[config.mk]
export PLATFORM = sky130hd
export DESIGN_NAME = lwr_prep
export DESIGN_NICKNAME = d
export VERILOG_FILES = /design/src/sv/lwr_pkg.sv /design/src/sv/lwr_prep.sv
export SDC_FILE = /design/constraint.sdc
export NUM_CORES = 1
export LEC_CHECK = 0
export BUFFER_PORTS_ARGS = -buffer_cell sky130_fd_sc_hd__buf_2
export CAP_MARGIN = 10
export CELL_PAD_IN_SITES_DETAIL_PLACEMENT = 1
export CELL_PAD_IN_SITES_GLOBAL_PLACEMENT = 1
export CORE_ASPECT_RATIO = 0.75
export CORE_UTILIZATION = 32
export CTS_CLUSTER_DIAMETER = 200
export DETAILED_ROUTE_END_ITERATION = 6
export PLACE_DENSITY_LB_ADDON = 0.1
export RECOVER_POWER = 100
export SLEW_MARGIN = 20
export SYNTH_ARGS = -nofsm -noshare
export SYNTH_HDL_FRONTEND = slang
export SYNTH_SLANG_ARGS = --single-unit
[constraint.sdc]
create_clock -name clk -period 0.8 [get_ports clk]
set_clock_uncertainty 0.05 [all_clocks]
set_input_delay 0 -clock clk [delete_from_list [all_inputs] [get_ports clk]]
set_output_delay 0 -clock clk [all_outputs]
set_load 0.02 [all_outputs]
[src/sv/lwr_pkg.sv]
`timescale 1ns / 1ps

package lwr_pkg;

    // field widths of the item and result words
    localparam int POS_BITS     = 32;
    localparam int DIFF_BITS    = 33;
    localparam int ANGLE_BITS   = 16;
    localparam int TRIG_BITS    = 16;
    localparam int COLUMN_BITS  = 10;

    // rotator datapath widths: vector in Q2.30 with headroom, angle in 2^32 per turn
    localparam int VEC_BITS     = 34;
    localparam int RESID_BITS   = 32;
    localparam int MAX_STAGES   = 24;

    // rotator gain compensation, Q2.30
    localparam logic signed [VEC_BITS-1:0] CORDIC_K_Q30 = 34'sd652032874;

    // quarter turn in binary angle counts
    localparam logic signed [ANGLE_BITS-1:0] QUARTER_TURN = 16'sd16384;

    // arctangent of 2^-i in units of 2^32 per turn
    localparam logic [RESID_BITS-1:0] ATAN_TURNS [MAX_STAGES] = '{
        32'h20000000, 32'h12E4051E, 32'h09FB385B, 32'h051111D4, 32'h028B0D43,
        32'h0145D7E1, 32'h00A2F61E, 32'h00517C55, 32'h0028BE53, 32'h00145F2F,
        32'h000A2F98, 32'h000517CC, 32'h00028BE6, 32'h000145F3, 32'h0000A2FA,
        32'h0000517D, 32'h000028BE, 32'h0000145F, 32'h00000A30, 32'h00000518,
        32'h0000028C, 32'h00000146, 32'h000000A3, 32'h00000051
    };

    // input word
    typedef struct packed {
        logic signed [POS_BITS-1:0]   robot_x;
        logic signed [POS_BITS-1:0]   robot_y;
        logic        [ANGLE_BITS-1:0] robot_heading;
        logic signed [POS_BITS-1:0]   mark_x;
        logic signed [POS_BITS-1:0]   mark_y;
        logic        [COLUMN_BITS-1:0] state_column;
        logic                         batch_end;
    } lwr_in_t;

    // result word
    typedef struct packed {
        logic signed [POS_BITS-1:0]   seen_x;
        logic signed [POS_BITS-1:0]   seen_y;
        logic signed [POS_BITS-1:0]   dx_dheading;
        logic signed [POS_BITS-1:0]   dy_dheading;
        logic signed [TRIG_BITS-1:0]  cos_neg;
        logic signed [TRIG_BITS-1:0]  sin_neg;
        logic        [COLUMN_BITS-1:0] column_out;
        logic                         last;
    } lwr_out_t;

    // contents of one rotator cell, handed down the chain every cycle
    typedef struct packed {
        logic signed [VEC_BITS-1:0]    x;
        logic signed [VEC_BITS-1:0]    y;
        logic signed [RESID_BITS-1:0]  z;
        logic                          neg;
        logic signed [DIFF_BITS-1:0]   dx;
        logic signed [DIFF_BITS-1:0]   dy;
        logic        [COLUMN_BITS-1:0] column;
        logic                          last;
    } lwr_cell_t;

endpackage

[src/sv/lwr_prep.sv]
`timescale 1ns / 1ps

module lwr_prep #(
    parameter int COLUMN_WIDTH = 10
) (
    input  logic              clk,
    input  logic              rst_n,
    input  logic              vld_in,
    input  lwr_pkg::lwr_in_t  item,
    output logic              vld_out,
    output lwr_pkg::lwr_cell_t cell_out
);
    import lwr_pkg::*;

    localparam int KEEP_BITS = (COLUMN_WIDTH < COLUMN_BITS) ? COLUMN_WIDTH : COLUMN_BITS;
    localparam logic [COLUMN_BITS-1:0] COLUMN_MASK = COLUMN_BITS'((1 << KEEP_BITS) - 1);

    logic               vld_reg;
    lwr_cell_t          cell_reg;
    lwr_cell_t          cell_next;
    logic signed [ANGLE_BITS-1:0] angle;
    logic signed [ANGLE_BITS-1:0] folded;
    logic               fold;

    // negate heading and fold into the right half plane
    always_comb
    begin
        angle  = $signed(ANGLE_BITS'(0) - item.robot_heading);
        fold   = 1'b0;
        folded = angle;
        if (angle > QUARTER_TURN)
        begin
            folded = angle - (QUARTER_TURN <<< 1);
            fold   = 1'b1;
        end
        else if (angle < -QUARTER_TURN)
        begin
            folded = angle + (QUARTER_TURN <<< 1);
            fold   = 1'b1;
        end
    end

    // offsets and rotator start vector
    always_comb
    begin
        cell_next.x      = CORDIC_K_Q30;
        cell_next.y      = '0;
        cell_next.z      = {folded, 16'd0};
        cell_next.neg    = fold;
        cell_next.dx     = DIFF_BITS'(item.mark_x) - DIFF_BITS'(item.robot_x);
        cell_next.dy     = DIFF_BITS'(item.mark_y) - DIFF_BITS'(item.robot_y);
        cell_next.column = item.state_column & COLUMN_MASK;
        cell_next.last   = item.batch_end;
    end

    // valid bit
    always_ff @(posedge clk or negedge rst_n)
    begin
        if (!rst_n)
            vld_reg <= 1'b0;
        else
            vld_reg <= vld_in;
    end

    // payload
    always_ff @(posedge clk)
    begin
        cell_reg <= cell_next;
    end

    assign vld_out  = vld_reg;
    assign cell_out = cell_reg;

endmodule

Yosys cells after proc, flatten, opt, wreduce, memory -nomap -nowiden
Index checks and enable logic that the tools add are counted.
{"block": "op_classes", "addsub": 5, "magnitude_cmp": 2, "muxes": 3}
{"operator": "$sub A32 B32 Y33", "count": 2}
{"operator": "$mux W16", "count": 2}
{"operator": "$add A16 B16 Y16 const B", "count": 1}
{"operator": "$gt A16 B16 Y1 const B", "count": 1}
{"operator": "$lt A16 B15 Y1 const B", "count": 1}
{"operator": "$sub A1 B16 Y16 const A", "count": 1}
{"operator": "$sub A16 B16 Y16 const B", "count": 1}
{"operator": "$mux W1", "count": 1}
{"block": "word_totals", "regBits": 95, "inputBits": 158, "output_inout_bits": 179, "word_cells": 17}

Longest topological paths before layout
{"block": "depth", "depth_word": 4, "depth_mapped": 11}

Worst setup path before layout
Ideal clock, no wire load.
{"block": "synth_path", "kind": "input port to flip-flop", "from": "input item[43] in the netlist's numbering", "to": "register cell_reg, in the netlist cell_out[70]", "setup_ns": 0.086, "t_arrival_ns": 2.166, "t_required_ns": 0.664, "path_slack_ns": -1.501, "cell_stages": 11, "cell_sequence": "inv_1 > ha_1 > fa_1 > nor2b_1 > o31a_1 > o32ai_1 > nor4_4 > nor4b_2 > o41ai_4 > nor4_1 > a211oi_1"}
{"element": "start, declared", "line_no": "lwr_prep.sv:9", "text": "input lwr_pkg::lwr_in_t item,"}
{"element": "end signal, assigned", "line_no": "lwr_prep.sv:68", "text": "cell_reg <= cell_next;"}
{"element": "end, declared", "line_no": "lwr_prep.sv:19", "text": "lwr_cell_t cell_reg;"}

==> flow_summary.json <==
{
  "run_status": "finished with violations",
  "violations": "negative hold slack, negative setup slack",
  "drt.antenna.violating_nets": 0,
  "placed_cell_area_um2": 9900,
  "ys_ff_latch": 95,
  "overflow": 0,
  "dp_hpwl_um": 18500,
  "synth_edf_count": 0,
  "drv_slew": 0,
  "ys_seq_area_frac": 0.291,
  "wirelength_um": 29500,
  "grt_use_total": 0.248,
  "tritoncts": "yes",
  "htreeDepth": 3,
  "fp-row-count": 44,
  "slowest_delay_ns": 0.35,
  "clockBufferDepth": 2,
  "die_area_um2": 21100,
  "clk_pin_slew_ns": 0.07,
  "cts_buffers": 9,
  "cp_num_buf_inv": 5,
  "synth_top_area_cell": "dfxtp_1",
  "area_growth_pct": 91.0,
  "maxCapViolCount": 0,
  "grt_pass1_wl_um": 41400,
  "root_buffer": "clkbuf_16",
  "fp.dieH_um": 126,
  "io_buffer_count": 252,
  "gp_congestion": 0.851,
  "tns_ns": -61.20,
  "io_pins": 337,
  "vias_per_cell": 4.77,
  "fin_util": 0.636,
  "yosysWarnings": 0,
  "synth-async-reset-ratio": 0.0105,
  "worst_setup_path_end_kind": "flop",
  "nets": 1541,
  "netlist.area_leader.share": 0.287,
  "design_area_um2": 12500,
  "cpLargestDelayFamily": "compound AO/OA/AOI/OAI gates",
  "critPathKind": "primary input to flop",
  "cpMostUsedCell": "buf_4",
  "layout_min_cycle_time_ns": 2.00,
  "start_util": 0.333,
  "synth_ff_type": "dfxtp_1",
  "p_per_area_nw_per_um2": 1680,
  "relSlewSlack": 0.636,
  "hold_violations": 3,
  "hold_class": "primary input to flop",
  "fin_total_pwr_mw": 21.1,
  "syn_area_per_cell_um2": 8.35,
  "pre_cts_ws_ns": -1.68,
  "post-route-period-util": 2.49,
  "worstMarginPinSlew_ns": 0.540,
  "cts.hold.buffers_added": 25,
  "ir_drop_mv": 1.01,
  "antenna_found_initial": 3,
  "cp_max_fo": 5,
  "leakage_nw": 6.18,
  "syn_inst": 786,
  "cts.sinks": 95,
  "fmax_ghz": 0.501,
  "coreArea_um2": 19700,
  "synthTopCellsByArea": "dfxtp_1 (29%), ha_1 (13%), buf_4 (9.7%), xnor2_1 (6.1%), inv_1 (4.9%)",
  "drt_iter0_drc": 296,
  "whs_ns": -0.0591,
  "ys_types": 68,
  "route.vias.total": 7499,
  "final_common_cell": "buf_4",
  "syn_area_um2": 6560,
  "required_ns": 1.01,
  "grt_max_degree": 16,
  "setup_viol": 170,
  "die_x_um": 167,
  "critPathSlowestCell": "o31a_1",
  "grt_pass1_vias": 8003,
  "drive_above_1_share": 0.600,
  "mostFrequentLayoutCells": "buf_4 (211), buf_6 (149), buf_2 (139)",
  "arrival_ns": 2.20,
  "crit_path_start_kind": "primary input",
  "fin_ws_ns": -1.20,
  "dr.pass1.iters": 4,
  "wl_per_cell_um": 18.7,
  "crit_chain": "buf_8 > inv_12 > ha_4 > fa_2 > nor2b_2 > o31a_1 > o32ai_4 > nor4_4 > buf_4 > nor4b_4 > o41ai_4 > buf_4 > buf_4 > a211oi_1",
  "rsz0062_at_grt": "true",
  "post-route-drc-count": 0
}
## cells in the mapped netlist (3+ instances only)
master,number
nor2b_1,11
o211ai_1,4
nor3_1,9
or3_1,3
dfxtp_1,94
nor4_1,7
o21a_1,8
nand2_1,46
ha_1,66
o21ai_0,38
o31ai_1,6
and2_1,3
nand4_1,7
nand3_1,17
o21ai_1,3
clkbuf_1,8
xnor2_1,46
xor2_1,14
a211oi_1,8
o22ai_1,3
a21oi_1,59
nand2b_1,6
buf_4,85
inv_1,85
a21boi_0,5
nor2_1,47
o21bai_1,6
a31oi_1,10
and3_1,7
a21o_1,27
## tightest hold or removal path: cells and delay by family
kind                       cells  cell delay, ns
buffers and inverters          2            0.12
adders and majority gates      1            0.18
## power breakdown
part	switching [mW]	internal, mW
registers	0.473	5.71
logic	5.10	5.05
clock network	2.04	2.72
total	7.61	13.5
## stage by stage
stage          cells  hold WS [ns]
2_1_floorplan    868        -0.346
3_3_place_gp    1498        -0.274
3_5_place_dp    1498        -0.273
4_1_cts         1556       -0.0773
5_1_grt         1572       -0.0545
6_report        1573       -0.0591
## layer usage
layer / vias up / global-route usage / routed length, um
met5: - / 0 / 0
met4: 0 / 0.0518 / 594
met3: 45 / 0.0481 / 1240
met2: 222 / 0.466 / 16000
met1: 3631 / 0.289 / 11600
li1: 3601 / - / -
## final timing paths
check	from	end	slack (ns)	cells after the start
worst max-delay path	item[43]	cell_out[72]	-1.20	14
min in group asynchronous	rst_n	vld_out	0.46	3
max in group asynchronous	rst_n	vld_out	0.14	3
worst min-delay path	item[124]	cell_out[45]	-0.06	3
## repair_timing
action | in CTS | in global routing
endpoints found under the hold margin | 34 | 6
pin swaps | 82 | 96
setup endpoints to repair | 165 | 170
gates resized for setup | 410 | 109
buffers inserted | 21 | 29
## final cells by class
type / count / area, um^2
multi-input cells: 594 / 5210
fillers: 2251 / 7170
inverters: 85 / 387
clock buffers: 9 / 225
well taps: 253 / 317
repair buffers: 530 / 4290
clock inverters: 5 / 83.8
diodes: 2 / 5.00
flip-flops and latches: 95 / 2020
## state kept, by name, summed over array words and instances (netlist names)
register	flops
cell_out	94
vld_out	1
## kinds of logic (layout without fill, tap and decap cells)
| logic type | after synthesis | after routing | synth area share |
|---|---|---|---|
| compound gates | 204 | 204 | 0.205 |
| xor+xnor | 60 | 60 | 0.0801 |
| fa+ha+maj | 68 | 68 | 0.132 |
| buf+inv | 179 | 629 | 0.151 |
| flops | 95 | 95 | 0.291 |
| mux | 1 | 1 | 0.00172 |
| other cells | 2 | 86 | 0.00114 |
| simple gates | 177 | 177 | 0.138 |
Note: power is estimated with default switching activity, not from simulation.
