**src/sv/lwr_pkg.sv**
```systemverilog
`timescale 1ns / 1ps

package lwr_pkg;

    // field widths of the item and result words
    localparam int POS_BITS     = 32;
    localparam int DIFF_BITS    = 33;
    localparam int ANGLE_BITS   = 16;
    localparam int TRIG_BITS    = 16;
    localparam int COLUMN_BITS  = 10;

    // rotator datapath widths: vector in Q2.30 with headroom, angle in 2^32 per turn
    localparam int VEC_BITS     = 34;
    localparam int RESID_BITS   = 32;
    localparam int MAX_STAGES   = 24;

    // rotator gain compensation, Q2.30
    localparam logic signed [VEC_BITS-1:0] CORDIC_K_Q30 = 34'sd652032874;

    // quarter turn in binary angle counts
    localparam logic signed [ANGLE_BITS-1:0] QUARTER_TURN = 16'sd16384;

    // arctangent of 2^-i in units of 2^32 per turn
    localparam logic [RESID_BITS-1:0] ATAN_TURNS [MAX_STAGES] = '{
        32'h20000000, 32'h12E4051E, 32'h09FB385B, 32'h051111D4, 32'h028B0D43,
        32'h0145D7E1, 32'h00A2F61E, 32'h00517C55, 32'h0028BE53, 32'h00145F2F,
        32'h000A2F98, 32'h000517CC, 32'h00028BE6, 32'h000145F3, 32'h0000A2FA,
        32'h0000517D, 32'h000028BE, 32'h0000145F, 32'h00000A30, 32'h00000518,
        32'h0000028C, 32'h00000146, 32'h000000A3, 32'h00000051
    };

    // input word
    typedef struct packed {
        logic signed [POS_BITS-1:0]   robot_x;
        logic signed [POS_BITS-1:0]   robot_y;
        logic        [ANGLE_BITS-1:0] robot_heading;
        logic signed [POS_BITS-1:0]   mark_x;
        logic signed [POS_BITS-1:0]   mark_y;
        logic        [COLUMN_BITS-1:0] state_column;
        logic                         batch_end;
    } lwr_in_t;

    // result word
    typedef struct packed {
        logic signed [POS_BITS-1:0]   seen_x;
        logic signed [POS_BITS-1:0]   seen_y;
        logic signed [POS_BITS-1:0]   dx_dheading;
        logic signed [POS_BITS-1:0]   dy_dheading;
        logic signed [TRIG_BITS-1:0]  cos_neg;
        logic signed [TRIG_BITS-1:0]  sin_neg;
        logic        [COLUMN_BITS-1:0] column_out;
        logic                         last;
    } lwr_out_t;

    // contents of one rotator cell, handed down the chain every cycle
    typedef struct packed {
        logic signed [VEC_BITS-1:0]    x;
        logic signed [VEC_BITS-1:0]    y;
        logic signed [RESID_BITS-1:0]  z;
        logic                          neg;
        logic signed [DIFF_BITS-1:0]   dx;
        logic signed [DIFF_BITS-1:0]   dy;
        logic        [COLUMN_BITS-1:0] column;
        logic                          last;
    } lwr_cell_t;

endpackage

```
**src/sv/lwr_cordic_cell.sv**
```systemverilog
`timescale 1ns / 1ps

module lwr_cordic_cell #(
    parameter int STAGE = 0
) (
    input  logic               clk,
    input  logic               rst_n,
    input  logic               vld_in,
    input  lwr_pkg::lwr_cell_t cell_in,
    output logic               vld_out,
    output lwr_pkg::lwr_cell_t cell_out
);
    import lwr_pkg::*;

    logic                       vld_reg;
    lwr_cell_t                  cell_reg;
    lwr_cell_t                  cell_next;
    logic signed [VEC_BITS-1:0] xs;
    logic signed [VEC_BITS-1:0] ys;

    // one micro-rotation, direction from the residual sign
    always_comb
    begin
        xs        = $signed(cell_in.x) >>> STAGE;
        ys        = $signed(cell_in.y) >>> STAGE;
        cell_next = cell_in;
        if (!cell_in.z[RESID_BITS-1])
        begin
            cell_next.x = $signed(cell_in.x) - ys;
            cell_next.y = $signed(cell_in.y) + xs;
            cell_next.z = $signed(cell_in.z) - $signed(ATAN_TURNS[STAGE]);
        end
        else
        begin
            cell_next.x = $signed(cell_in.x) + ys;
            cell_next.y = $signed(cell_in.y) - xs;
            cell_next.z = $signed(cell_in.z) + $signed(ATAN_TURNS[STAGE]);
        end
    end

    // valid bit
    always_ff @(posedge clk or negedge rst_n)
    begin
        if (!rst_n)
            vld_reg <= 1'b0;
        else
            vld_reg <= vld_in;
    end

    // payload
    always_ff @(posedge clk)
    begin
        cell_reg <= cell_next;
    end

    assign vld_out  = vld_reg;
    assign cell_out = cell_reg;

endmodule

```
**config.mk**
```make
export PLATFORM = sky130hd
export DESIGN_NAME = lwr_cordic_cell
export DESIGN_NICKNAME = d
export VERILOG_FILES = /design/src/sv/lwr_pkg.sv /design/src/sv/lwr_cordic_cell.sv
export SDC_FILE = /design/constraint.sdc
export NUM_CORES = 1
export LEC_CHECK = 0
export BUFFER_PORTS_ARGS = -buffer_cell sky130_fd_sc_hd__buf_2
export CAP_MARGIN = 0
export CORE_MARGIN = 1
export CORE_UTILIZATION = 35
export CTS_BUF_LIST = sky130_fd_sc_hd__clkbuf_2
export CTS_CLUSTER_DIAMETER = 60
export DETAILED_ROUTE_END_ITERATION = 8
export MAX_ROUTING_LAYER = met4
export PLACE_DENSITY = 0.6
export SYNTH_ARGS = -nofsm -noshare
export SYNTH_HDL_FRONTEND = slang
export SYNTH_SLANG_ARGS = --single-unit
export TNS_END_PERCENT = 1
```
**constraint.sdc**
```tcl
create_clock -name clk -period 0.8 [get_ports clk]
set_clock_uncertainty 0.2 [all_clocks]
set_input_delay 0 -clock clk [delete_from_list [all_inputs] [get_ports clk]]
set_output_delay 0 -clock clk [all_outputs]
set_load 0.02 [all_outputs]
```
# Yosys cells after proc, flatten, opt, wreduce, memory -nomap -nowiden
# Index checks and enable logic that the tools add are counted.
[totals]
ff_bits = 179
output_inout_bits = 179
word_cells = 15
in_bits = 181
[op_classes]
add_sub_neg = 5
muxes = 1
[op_table]
columns = ["operator", "count"]
rows = [
  ["2-to-1 mux 100 bit", 1],
  ["subtractor 34 bit", 2],
  ["adder 34 bit", 1],
  ["adder 32 x 31 -> 32 bit (second input constant)", 1],
  ["subtractor 32 x 31 -> 32 bit (second input constant)", 1],
]

# Logic depth before layout (Yosys ltp)
# Gate-level depths: netlist (run 1).
[depth]
word_depth = 2
depth_mapped = 12
mapped_depth_nobuf = 12

# Worst setup path before layout (run 1)
# No wires, ideal clock.
[synth_path]
path_type = "input-to-reg"
startpoint = "in cell_in[119] in the netlist's numbering"
endpoint = "reg cell_reg (netlist bit cell_out[176])"
n_path_buf = 0
path_slack_ns = -1.843
path_stages = 10
required_ns = 0.470
setup_ns = 0.130
arrival_ns = 2.313
path_cell_list = "inv_1 > ha_1 > or3_4 > a2111oi_4 > o2111ai_1 > and3_1 > o41a_1 > o41ai_2 > a22oi_1 > xor2_1"
[synth_lines]
columns = ["element", "line_no", "text"]
rows = [
  ["from (decl)", "lwr_cordic_cell.sv:9", "input lwr_pkg::lwr_cell_t cell_in,"],
  ["to (signal assigned)", "lwr_cordic_cell.sv:53", "cell_reg <= cell_next;"],
  ["to (decl)", "lwr_cordic_cell.sv:16", "lwr_cell_t cell_reg;"],
]

==> impl_metrics.py, run 1 <==
metrics = {
    "run_status": {
        "status": "finished with violations",
        "violations": "design-rule violations, negative hold slack, negative setup slack",
    },
    "synth": {
        "synth_top_family_by_area": "compound AO/OA/AOI/OAI gates",
        "synth_nets": 1344,
        "synthMuxAreaShare_pct": 2.55,
        "yosysTopAreaCell": "dfxtp_1",
        "synth_top_area_share_pct": 37.6,
        "synth_xor_area_share_pct": 6.13,
        "yosys.area_share.simple_pct": 11.6,
        "synth_fa_ha_area_share_pct": 14.0,
        "syn_inst": 1060,
        "synthFlopType": "dfxtp_1",
        "synthTopCellsByArea": "dfxtp_1 38%, ha_1 13%, a21oi_1 6.1%, xnor2_1 5.5%, inv_1 3.9%",
        "synth_compound_area_share_pct": 21.7,
        "synth_edf_count": 0,
        "ys_ff_latch": 178,
        "async_reset_ff_share_pct": 0.562,
        "syn-cell-area_um2": 9430,
        "syn_avg_cell_area_um2": 8.89,
        "seq_area_frac_synth_pct": 37.9,
        "yosysUniqueCellTypes": 76,
        "ys_warn_count": 0,
    },
    "drt": {
        "vias": 12100,
        "wl_per_cell_um": 22.7,
        "finalWirelength_um": 52600,
        "ant_nets": 0,
        "viasPerCell": 5.25,
        "drc_errors": 32,
        "drt-initial-drc-count": 1161,
        "drtPass1Iterations": 9,
    },
    "pwr": {
        "internal_power_w": 0.0181,
        "power_density_nw_per_um2": 1620,
        "power_w": 0.0298,
        "peakVddDrop_uv": 936,
        "switchingPower_w": 0.0117,
        "p_leak_nw": 8.78,
        "clkPwrFrac_pct": 18.3,
        "p_seq_share_pct": 36.9,
        "comb_power_share_pct": 44.8,
        "swShare_pct": 39.4,
    },
    "floorplan": {
        "io_pins": 360,
        "core_um2": 26200,
        "dieArea_um2": 27600,
        "initial_core_util_pct": 36.0,
        "die_h_um": 166,
        "fp-row-count": 59,
        "die_w_um": 166,
    },
    "setup_path": {
        "worstSetupPathType": "input port to flop",
        "critPathCaptureType": "flop",
        "start_kind": "input port",
        "path_max_fanout": 4,
        "critPathRequiredTime_ns": 1.30,
        "critPathArrivalTime_ns": 2.65,
    },
    "timing": {
        "rsz0062_at_grt": "true",
        "period_minus_slack_ns": 2.15,
        "setup_ws_ns": -1.35,
        "finalSetupViolCount": 249,
        "worstMarginPinSlew_ns": 0.549,
        "slew_headroom_pct": 63.0,
        "timing.final.crit_share_pct": 269,
        "slew_viol_final": 0,
        "whs_ns": -0.501,
        "finalHoldViolations": 71,
        "clock.fmax_mhz": 465,
    },
    "grt": {
        "globalRouteOverflowTotal": 0,
        "grt_use_total_pct": 36.6,
        "grt_antenna_before_repair": 5,
        "grt_pass1_vias": 12500,
        "grt_pass1_wl_um": 74900,
        "grt_max_degree": 21,
    },
    "layout": {
        "regArea_um2": 3790,
        "fillCellCount": 1879,
        "multi_input_area_um2": 5760,
        "area_delta_synth_final_pct": 95.3,
        "finalNonFillerCells": 2314,
        "layout.nets": 2244,
        "drive_gt1_share_pct": 51.0,
    },
    "placement": {
        "dp_hpwl_um": 32700,
        "dp.cells": 2040,
        "gp_congestion": 0.961,
        "port_buffers": 359,
    },
    "cts": {
        "cts-htree-levels": 4,
        "clk_pin_slew_worst_paths_ns": 0.31,
        "cts_root_buf": "clkbuf_2",
        "clock_path_buffers": 2,
        "cts_tree": "yes",
        "cts.sinks": 178,
        "cts_made_buffers": 17,
    },
    "run": {
        "maxCapViolCount": 0,
    },
    "min_path": {
        "hold_class": "input port to flop",
    },
}
[placed cells by master (no fill, tap or decap), drive strengths merged, types with 4 or more instances in the layout]
cell type / Yosys / final
a31oi: 4 / 4
nand3: 9 / 9
fa: 4 / 4
a211oi: 9 / 9
nor2: 75 / 75
o21a: 7 / 7
a221oi: 5 / 5
clkbuf: 29 / 17
a2111oi: 8 / 8
buf: 16 / 695
o21ai: 73 / 73
o21bai: 16 / 16
xnor2: 59 / 59
o31ai: 6 / 6
a21o: 20 / 20
nor4: 5 / 5
dfxtp: 177 / 177
mux2i: 24 / 24
o311ai: 4 / 4
nand4: 12 / 12
o22ai: 5 / 5
nand2b: 9 / 9
a211o: 4 / 4
or2: 5 / 5
and3: 6 / 6
xor2: 7 / 7
ha: 99 / 99
nand3b: 4 / 4
o211ai: 9 / 9
clkinv: 2 / 10
nor3: 14 / 14
a311oi: 4 / 4
nand2: 53 / 53
o221ai: 4 / 4
inv: 98 / 105
dlygate4sd3: 0 / 231
diode: 0 / 6
a21oi: 115 / 115
nor2b: 14 / 14
or3: 8 / 8
[critical path, cell delays in order]
cell and delay (ns):
buf_2 0.14, inv_1 0.09, ha_1 0.35, nor2b_2 0.21
o211ai_1 0.17, a2111oi_2 0.40, buf_4 0.22, o211ai_1 0.15
a21oi_2 0.25, nor3b_2 0.10, o31a_1 0.27, a2bb2oi_1 0.14
xor2_1 0.15
[flip-flops by register name, indices dropped and copies added (netlist names)]
name and count:
cell_out 177, vld_out 1
[final cells by class]
type	count	share of cell area, %
Clock inverter	15	0.999
Clock buffer	17	0.462
Timing Repair Buffer	926	42.3
Antenna cell	6	0.0815
Tap cell	335	2.28
Sequential cell	178	20.6
Inverter	100	2.05
Multi-Input combinational cell	737	31.3
[path summary, 6_finish.rpt]
kind | startpoint | end | slack, ns | cells after the start
max | cell_in[111] | cell_out[177] | -1.35 | 13
min | cell_in[175] | cell_out[141] | -0.50 | 4
max in group asynchronous | rst_n | vld_out | 0.42 | 4
min in group asynchronous | rst_n | vld_out | -0.10 | 4
[per-layer routing]
layer | wire length [um] | GRT usage [%]
met5 | 0 | -
met4 | 3880 | 22.6
met3 | 4150 | 6.72
met2 | 25000 | 61.8
met1 | 19600 | 40.1
[cell usage after synthesis, types with 5 or more instances]
master     number
buf_1           7
nor2b_1        14
clkbuf_1       29
nand2b_1        9
xor2_1          7
o21ai_0        69
ha_1           99
o31ai_1         6
xnor2_1        59
o211ai_1        9
nand3_1         9
o21a_1          7
a211oi_1        9
a21o_1         20
nand2_1        53
nor2_1         74
a221oi_1        5
o21bai_1       16
nor3_1         14
mux2i_1        24
or3_1           7
inv_1          98
a2111oi_0       6
o22ai_1         5
dfxtp_1       177
a21oi_1       114
and3_1          6
nand4_1        12
[through the flow]
stage,area (um2),worst slack [ns],utilization [%],setup TNS (ns)
2_1_floorplan,9430,-1.84,-,-82.29
3_3_place_gp,13900,-2.15,53.2,-111.38
3_5_place_dp,13900,-2.21,53.2,-113.00
4_1_cts,18100,-1.18,69.2,-178.57
5_1_grt,18400,-1.32,70.3,-203.14
6_report,18400,-1.35,70.3,-188.03
[repair_timing]
action	4_1_cts	5_1_grt
resized for setup	595	79
setup endpoints to repair	241	247
hold buffers	229	4
pin swaps	36	13
endpoints found under the hold margin	179	71
setup buffers	3	0
[power groups by stage]
stage | clock, W | combinational, W | sequential, W
floorplan | 0 | 0.00368 | 0.0119
global placement | 0 | 0.0100 | 0.0106
detailed placement | 0 | 0.0100 | 0.0106
CTS | 0.00523 | 0.0125 | 0.0109
global route | 0.00578 | 0.0140 | 0.0111
finish | 0.00544 | 0.0133 | 0.0110
[cells by family after synthesis]
kind of cell / count (synthesis)
XOR/XNOR: 66
AND/OR/NAND/NOR: 224
flip-flops: 178
multiplexers: 24
buffers and inverters: 145
AO/OA/AOI/OAI: 320
adder cells (fa/ha/maj): 103
Power figures use the tool's default switching activity.
==> run 2: changes to the inputs <==
--- a/config.mk
+++ b/config.mk
@@ -12,8 +12,10 @@
 export CTS_BUF_LIST = sky130_fd_sc_hd__clkbuf_2
 export CTS_CLUSTER_DIAMETER = 60
 export DETAILED_ROUTE_END_ITERATION = 8
+export GPL_ROUTABILITY_DRIVEN = 0
 export MAX_ROUTING_LAYER = met4
 export PLACE_DENSITY = 0.6
+export SKIP_LAST_GASP = 1
 export SYNTH_ARGS = -nofsm -noshare
 export SYNTH_HDL_FRONTEND = slang
 export SYNTH_SLANG_ARGS = --single-unit
==> run 2 against run 1 <==
Compared with the run above:
- the flow still finishes with violations (design-rule violations, negative hold slack, negative setup slack)
- cell count shrank 0.26%
- design area shrank 7.4%
- flip-flop and latch count is the same
- critical path depth shrank 1
- routed wire length shrank 17%
- first-iteration DRC count shrank 9.0%
- die area is the same
- sequential share of layout area grew 0.34 points
- critical path type unchanged
- critical endpoint is now cell_out[142]
- largest cell class unchanged
- highest routed layer unchanged
==> impl_metrics.py, run 2 (synthesized netlist as in run 1, its figures left out) <==
metrics = {
    "run_status": {
        "status": "finished with violations",
        "violations": "design-rule violations, negative hold slack, negative setup slack",
    },
    "drt": {
        "drc_errors": 32,
        "finalWirelength_um": 43400,
        "ant_nets": 0,
        "vias": 11600,
        "drtPass1Iterations": 8,
        "wl_per_cell_um": 18.8,
        "drt-initial-drc-count": 1057,
        "viasPerCell": 5.03,
    },
    "floorplan": {
        "initial_core_util_pct": 36.0,
        "fp-row-count": 59,
        "dieArea_um2": 27600,
        "io_pins": 360,
        "core_um2": 26200,
        "die_w_um": 166,
        "die_h_um": 166,
    },
    "grt": {
        "grt_use_total_pct": 31.9,
        "grtUsageMet1_pct": 34.9,
        "grt_antenna_before_repair": 6,
        "grt_pass1_vias": 12000,
        "globalRouteOverflowTotal": 0,
        "grt_pass1_wl_um": 66700,
        "busiest_layer": "met2",
        "grt_use_met2_pct": 53.5,
        "grt_use_met3_pct": 5.84,
        "grt_max_degree": 24,
    },
    "run": {
        "maxCapViolCount": 0,
    },
    "timing": {
        "finalHoldViolations": 69,
        "timing.final.crit_share_pct": 251,
        "setup_ws_ns": -1.21,
        "slew_viol_final": 0,
        "period_minus_slack_ns": 2.01,
        "whs_ns": -0.499,
        "finalSetupViolCount": 250,
        "rsz0062_at_grt": "true",
        "clock.fmax_mhz": 497,
        "worstMarginPinSlew_ns": 0.511,
        "slew_headroom_pct": 65.4,
    },
    "cts": {
        "cts-htree-levels": 4,
        "cts_root_buf": "clkbuf_2",
        "cts_tree": "yes",
        "clock_path_buffers": 2,
        "clk_pin_slew_worst_paths_ns": 0.31,
        "cts.sinks": 178,
        "cts_made_buffers": 17,
    },
    "layout": {
        "layout.nets": 2238,
        "fillCellCount": 2131,
        "final_core_util_pct": 65.1,
        "final_cell_mix": "354 x buf_2, 329 x buf_4, 230 x dlygate4sd3_1",
        "area_delta_synth_final_pct": 81.0,
        "design_area_um2": 17100,
        "drive_gt1_share_pct": 40.8,
        "layout_commonest_cell": "buf_2",
        "finalNonFillerCells": 2308,
        "largest_reg_flops": 177,
    },
    "placement": {
        "port_buffers": 359,
        "dp_slack_ns": -2.21,
        "dp_hpwl_um": 31400,
        "dp.cells": 2026,
        "place_area_um2": 13800,
    },
    "setup_path": {
        "slowest_stage": "a2111oi_0",
        "start_kind": "input port",
        "path_cells": "buf_2, inv_1, ha_1, buf_4, a21oi_1, o221ai_1, o21bai_1, o2111a_1, nor2_1, a2111oi_0, a21o_1, xnor2_1",
        "worstSetupPathType": "input port to flop",
        "cpPeakStageDelay_ns": 0.45,
        "path_delay_family": "compound AO/OA/AOI/OAI gates",
        "critPathBufInv": 3,
        "crit_path_start": "cell_in[121]",
        "critPathCaptureType": "flop",
        "critPathRequiredTime_ns": 1.27,
        "critPathArrivalTime_ns": 2.48,
        "path_max_fanout": 7,
    },
    "pwr": {
        "power_density_nw_per_um2": 1610,
        "peakVddDrop_uv": 1170,
        "p_leak_nw": 8.42,
    },
    "min_path": {
        "hp-start": "cell_in[175]",
        "hold_class": "input port to flop",
    },
}
run 2: changes by cell type in the layout (fill, tap and decap cells not counted), sizes merged:
cell         previous run  this run
clkinv                 10         8
buf                   695       690
inv                   105       106
bufinv                  0         1
dlygate4sd3           231       230
run 2: what timing repair did:
item | 4_1_cts | 5_1_grt
buffers inserted | 7 | 8
gates resized for setup | 39 | 65
pin swaps | 15 | 15
endpoints found under the hold margin | 179 | 69
hold buffers | 229 | 1
setup endpoints to repair | 239 | 249
run 2: stage by stage:
step	TNS, ns	hold slack [ns]	total power, W
4_1_cts	-190.69	-0.551	0.0271
3_5_place_dp	-115.84	-0.419	0.0205
3_3_place_gp	-114.83	-0.425	0.0204
5_1_grt	-203.47	-0.520	0.0287
2_1_floorplan	-82.29	-0.496	0.0156
6_report	-184.50	-0.499	0.0275
run 2: worst paths after layout:
path	end	cells after the start
max in group asynchronous	vld_out	4
max	cell_out[142]	12
min	cell_out[175]	4
min in group asynchronous	vld_out	4
run 2: power by group:
part	switching, W	internal [W]	total [W]
logic	0.00623	0.00533	0.0116
clock network	0.00406	0.00144	0.00550
registers	0.000386	0.0100	0.0104
total	0.0107	0.0168	0.0275
run 2: layout make-up:
class | count | area (um2) | area share, %
Tap cell | 335 | 419 | 2.46
Timing Repair Buffer | 920 | 6640 | 38.9
Clock inverter | 15 | 205 | 1.20
Inverter | 100 | 378 | 2.22
Clock buffer | 17 | 85.1 | 0.499
Antenna cell | 6 | 15.0 | 0.0880
Multi-Input combinational cell | 737 | 5750 | 33.7
Sequential cell | 178 | 3570 | 20.9
run 2: metal layers:
| metal | wire, um | share of wire, % |
|---|---|---|
| met4 | 2890 | 6.7 |
| met5 | 0 | 0 |
| met1 | 16800 | 39 |
| met3 | 2750 | 6.3 |
| met2 | 21000 | 48 |
run 2: worst min-delay path, stage by stage:
cell and delay, ns:
buf_2 0.10, ha_1 0.14, buf_4 0.16, xor2_1 0.07
